===== src/rtl/core/i2c_target_register_file_port_top_defines.svh =====
// assertion macros shared by the i2c target register file port rtl
// no dependencies; included by files that carry concurrent assertions
`ifndef I2C_TARGET_REGISTER_FILE_PORT_TOP_DEFINES_SVH
`define I2C_TARGET_REGISTER_FILE_PORT_TOP_DEFINES_SVH

// same-cycle implication under an active-low reset
`define TRF_ASSERT_IMP(lbl, clk, rstn, ante, cons) \
  lbl: assert property (@(posedge clk) disable iff (!rstn) (ante) |-> (cons)) \
    else $error("trf assertion failed");

// next-cycle implication under an active-low reset
`define TRF_ASSERT_NXT(lbl, clk, rstn, ante, cons) \
  lbl: assert property (@(posedge clk) disable iff (!rstn) (ante) |=> (cons)) \
    else $error("trf assertion failed");

`endif


===== src/rtl/core/i2c_trf_pkg.sv =====
// types, constants and helper functions of the i2c target register file port
// no dependencies; imported by the ctrl, datapath and top modules of the block
package i2c_trf_pkg;

  localparam int unsigned MaxEndpoints  = 8;
  localparam int unsigned EndpointBytes = 256;
  localparam int unsigned StoreDepth    = MaxEndpoints * EndpointBytes;
  localparam int unsigned AddrW         = $clog2(StoreDepth);
  localparam int unsigned EpW           = 3;
  localparam int unsigned IdxW          = 8;
  localparam int unsigned SizeW         = $clog2(EndpointBytes) + 1;
  localparam int unsigned SigShift      = 5;
  localparam logic [7:0]  EpMask        = 8'h0F;
  localparam logic [7:0]  SigMask       = 8'hE0;

  typedef enum logic [2:0] {
    FN_ADDR  = 3'd0,
    FN_STOP  = 3'd1,
    FN_WRITE = 3'd2,
    FN_READ  = 3'd3,
    FN_TICK  = 3'd4,
    FN_LOCAL = 3'd5
  } func_e;

  typedef enum logic [2:0] {
    M_IDLE   = 3'd0,
    M_SELECT = 3'd1,
    M_SETIDX = 3'd2,
    M_RW     = 3'd3,
    M_SIGNAL = 3'd4,
    M_ERROR  = 3'd5
  } mode_e;

  typedef enum logic [1:0] {
    R_NONE = 2'd0,
    R_ACK  = 2'd1,
    R_NACK = 2'd2,
    R_DONE = 2'd3
  } resp_e;

  typedef enum logic [1:0] {
    CFG_EP_COUNT = 2'd0,
    CFG_EP_SIZES = 2'd1,
    CFG_WR_MASK  = 2'd2,
    CFG_SIG_EN   = 2'd3
  } cfg_idx_e;

  typedef enum logic [1:0] {
    CTRL_CLEAR  = 2'd0,
    CTRL_IDLE   = 2'd1,
    CTRL_LOOKUP = 2'd2
  } ctrl_state_e;

  typedef struct packed {
    logic clr_step;
    logic accept;
    logic commit;
  } ctrl_cmd_t;

  typedef struct packed {
    logic clr_last;
    logic out_free;
  } dp_stat_t;

  function automatic logic [AddrW-1:0] store_addr(input logic [EpW-1:0] ep,
                                                  input logic [IdxW-1:0] idx);
    logic [AddrW-1:0] base;
    base = AddrW'(AddrW'(ep) * AddrW'(EndpointBytes));
    return AddrW'(base + AddrW'(idx));
  endfunction

  function automatic logic [SizeW-1:0] ep_size(input logic [63:0] sizes,
                                               input logic [EpW-1:0] ep);
    logic [7:0] raw;
    raw = sizes[8*ep +: 8];
    if (SizeW'(raw) > SizeW'(EndpointBytes)) begin
      return SizeW'(EndpointBytes);
    end
    return SizeW'(raw);
  endfunction

endpackage


===== src/rtl/core/i2c_trf_ctrl.sv =====
// controller state machine: store clearing pass, item accept and commit
// depends on i2c_trf_pkg
module i2c_trf_ctrl
  import i2c_trf_pkg::*;
(
  input  logic      clk_i,
  input  logic      rst_ni,
  input  logic      in_valid_i,
  input  dp_stat_t  stat_i,
  output ctrl_cmd_t cmd_o,
  output logic      in_ready_o
);

  ctrl_state_e state_q, state_d;

  always_ff @(posedge clk_i or negedge rst_ni) begin
    if (!rst_ni) begin
      state_q <= CTRL_CLEAR;
    end else begin
      state_q <= state_d;
    end
  end

  always_comb begin
    state_d = state_q;
    unique case (state_q)
      CTRL_CLEAR:  if (stat_i.clr_last) state_d = CTRL_IDLE;
      CTRL_IDLE:   if (in_valid_i) state_d = CTRL_LOOKUP;
      CTRL_LOOKUP: if (stat_i.out_free) state_d = CTRL_IDLE;
      default:     state_d = CTRL_CLEAR;
    endcase
  end

  always_comb begin
    cmd_o      = '0;
    in_ready_o = 1'b0;
    unique case (state_q)
      CTRL_CLEAR: begin
        cmd_o.clr_step = 1'b1;
      end
      CTRL_IDLE: begin
        in_ready_o   = 1'b1;
        cmd_o.accept = in_valid_i;
      end
      CTRL_LOOKUP: begin
        cmd_o.commit = stat_i.out_free;
      end
      default: begin
        cmd_o = '0;
      end
    endcase
  end

endmodule


===== config.mk =====
export PLATFORM = sky130hd
export DESIGN_NAME = i2c_trf_ctrl
export DESIGN_NICKNAME = d
export VERILOG_FILES = /design/src/rtl/core/i2c_target_register_file_port_top_defines.svh /design/src/rtl/core/i2c_trf_pkg.sv /design/src/rtl/core/i2c_trf_ctrl.sv
export SDC_FILE = /design/constraint.sdc
export NUM_CORES = 1
export LEC_CHECK = 0
export BUFFER_PORTS_ARGS = -buffer_cell sky130_fd_sc_hd__buf_2
export CORE_AREA = 2 2 39 41
export CTS_CLUSTER_SIZE = 30
export DETAILED_ROUTE_END_ITERATION = 6
export DIE_AREA = 0 0 41 43
export GPL_TIMING_DRIVEN = 0
export PLACE_DENSITY = 0.3
export REMOVE_ABC_BUFFERS = 1
export SETUP_SLACK_MARGIN = 0.1
export SKIP_LAST_GASP = 1
export SLEW_MARGIN = 10
export SYNTH_ARGS = -nofsm -noshare
export SYNTH_HDL_FRONTEND = slang
export SYNTH_SLANG_ARGS = --single-unit

===== constraint.sdc =====
create_clock -name clk_i -period 1.1 [get_ports clk_i]
set_input_delay 0.165 -clock clk_i [delete_from_list [all_inputs] [get_ports clk_i]]
set_output_delay 0.165 -clock clk_i [all_outputs]
set_load 0.02 [all_outputs]

==> key figures <==
Clock network
  – CTS tree: yes
  – Clock sinks: 2
  – CTS Buf Count: 3
  – CTS H-tree lvls: 1
  – Maximum clock path buffer count: 2
  – Worst-Skew Late Latency: 0.22 ns
  – Clock root cell: clkbuf_4
  – Clock slew at reported path FFs: 0.03 ns

Yosys
  – Ys flop type: dfrtp_1
  – Post-Syn Area: 115 um2
  – Yosys cell types: 10
  – Post-synth top cells: 2 x dfrtp_1, 2 x nor2_1
  – Share of the synthesized area in the top cell type: 43.5%
  – Syn avg cell area: 9.59 um2
  – Yosys top cell by area: dfrtp_1
  – Seq/Total Area, Yosys: 43.5%
  – Mapped Cells: 12
  – Yosys warns: 0
  – Async SR Flop Fraction: 100%
  – Register bit count reported by yosys: 2
  – Number of synthesized flops with an enable pin: 0
  – Synth top area cells: dfrtp_1 43%, mux2i_1 8.7%, and2b_2 7.6%

Setup path
  – Crit-path max cell delay: 0.43 ns
  – CP delay by family, top: flip-flops
  – Reg2reg start: state_q[0]$_DFFE_PN0P_
  – WP buf/inv: 1
  – Critical path launch point type: flop
  – Crit. End Element: output port
  – Reg2Reg Depth: 2
  – R2r setup slk: 0.13 ns
  – Critical Path Fanout Max: 6
  – Worst reg2reg endpoint: state_q[1]$_DFFE_PN0P_
  – Worst path cell trace: and3b_2, buf_6
  – Crit path launch: state_q[1]$_DFFE_PN0P_
  – CP arrival: 1.03 ns
  – Critical path type: flop to output port
  – Worst EP required: 0.94 ns
  – Slowest cell on the critical path: dfrtp_2

Pwr
  – Pwr Total: 0.654 mW
  – Logic gate share of total power: 49.3%
  – Switching Share: 37.8%
  – Switching Power: 0.247 mW
  – Leakage: 0.110 nW
  – P per Cell Area: 2860 mW/mm2
  – Peak VDD IR: 0.619 mV
  – Flop pwr share: 25.5%
  – Clock Power Share: 25.2%
  – Int Power: 0.407 mW

Global route
  – Global-route wire length before repair: 469 um
  – Largest net degree at the start of global routing: 7
  – Gr ovfl total: 0
  – Initial antenna violation count: 0
  – Number of global-route vias before repair: 130
  – Total track usage: 5.23%

Worst hold path
  – Hold WC Path Type: input pin to flop
  – Worst Hold End: state_q[0]$_DFFE_PN0P_
  – Worst hold path depth: 3
  – Hold_sp: in_valid_i

Final layout
  – Ant. Diodes: 0
  – Fin area: 229 um2
  – Area delta synth->final: 98.9%
  – Max FFs per register: 2
  – Largest registers: state_q: 2 flops
  – Post-route core utilization: 16.5%
  – Post-Layout Cell Count: 40
  – Share of layout cells above drive strength 1: 62.5%
  – Nets: 31
  – Top reg by flops: state_q

Die
  – Initial Utilization: 8.32%
  – Ports: 9
  – FP Rows: 14
  – Vert. Die Dim: 43 um
  – Chip Width: 41 um
  – Die area: 0.00176 mm2
  – Core Area: 0.00138 mm2

Routing
  – Number of DRC markers in iteration 0: 2
  – Vias: 129
  – Routed wire length: 328 um
  – DRT antenna net count: 0
  – DR vias/cell: 3.23
  – Routed len/inst: 8.20 um
  – DR pass1 iterations: 2
  – Residual DRC count: 0

Place
  – Port bufs: 8
  – Pre-CTS setup slack: 0.104 ns
  – Placed instance count: 36
  – GPL Wtd Cong: 0.613
  – Placed Area: 175 um2

STA
  – Tightest Pin Transition: 0.132 ns
  – Crit path time final: 1.19 ns
  – Worst Clk Skew: 0.00138 ns
  – Max Fclk: 837 MHz
  – Rel. slew slack: 90.9%
  – Max Slew Vio Count: 0
  – Setup tns final: -0.167 ns
  – Hold Slack: 0.219 ns
  – Final Cycle Share: 109%
  – Hold Vio Cnt, Final: 0
  – Final setup violating endpoints: 2
  – RSZ-0062 raised after global routing: true
  – Setup ws final: -0.0944 ns

Outcome
  – Violated checks: negative setup slack
  – Outcome: complete, but fails checks

Flow run
  – Max Cap Viol: 0
cell type report:
cell class                 instances  area (um2)
fill                             152        1150
timing repair buffer               9        67.6
multi-input combinational          9        62.6
sequential                         2        52.6
clock buffer                       3        22.5
tap                               16        20.0
inverter                           1        3.75
what timing repair did:
item / 4_1_cts / 5_1_grt
endpoints found under the hold margin: 2 / 0
buffers inserted: 0 / 0
hold buffers: 1 / 0
gates resized for setup: 6 / 3
pin swaps: 0 / 2
setup endpoints to repair: 4 / 5
cloned: 0 / 0
per-layer routing:
layer	up-vias	wire (um)	GRT usage (%)
li1	64	-	-
met4	0	5	10.0
met1	54	146	5.48
met5	-	0	0
met3	2	52	3.14
met2	9	124	4.38
power by group through the flow:
stage | Clock, mW | Sequential, mW | Combinational (mW)
4_1_cts | 0.178 | 0.160 | 0.324
5_1_grt | 0.185 | 0.183 | 0.349
3_3_place_gp | 0 | 0.156 | 0.254
6_report | 0.165 | 0.167 | 0.322
2_1_floorplan | 0 | 0.147 | 0.180
3_5_place_dp | 0 | 0.162 | 0.256
placed cells by master (no fill, tap or decap), types with 2 or more instances in the layout:
cell      instances
buf_4             2
nor2_1            2
buf_6             2
clkbuf_4          3
buf_2             4
dfrtp_2           2
tightest hold or removal path: cells and delay by family:
kind | cells | cell delay (ns)
buffers and inverters | 2 | 0.12
AO/OA/AOI/OAI | 1 | 0.11
logic make-up after synthesis:
group                  after synthesis  synth area share [%]
multiplexers                         1                  8.70
buffers and inverters                1                  3.26
AND/OR/NAND/NOR                      7                  37.0
AO/OA/AOI/OAI                        1                  7.61
flip-flops                           2                  43.5
worst max path at each step:
| stage | slack, ns | endpoint | cells after the start |
|---|---|---|---|
| after floorplan | 0.09 | state_q[1]$_DFFE_PN0P_ | 2 |
| after global placement | 0.13 | cmd_o[1] | 2 |
| after detailed placement | 0.10 | cmd_o[1] | 2 |
| after CTS | -0.13 | cmd_o[1] | 2 |
| after global routing | -0.14 | cmd_o[1] | 2 |
| final | -0.09 | cmd_o[1] | 2 |
No activity file was read; power rests on OpenSTA's default activity.
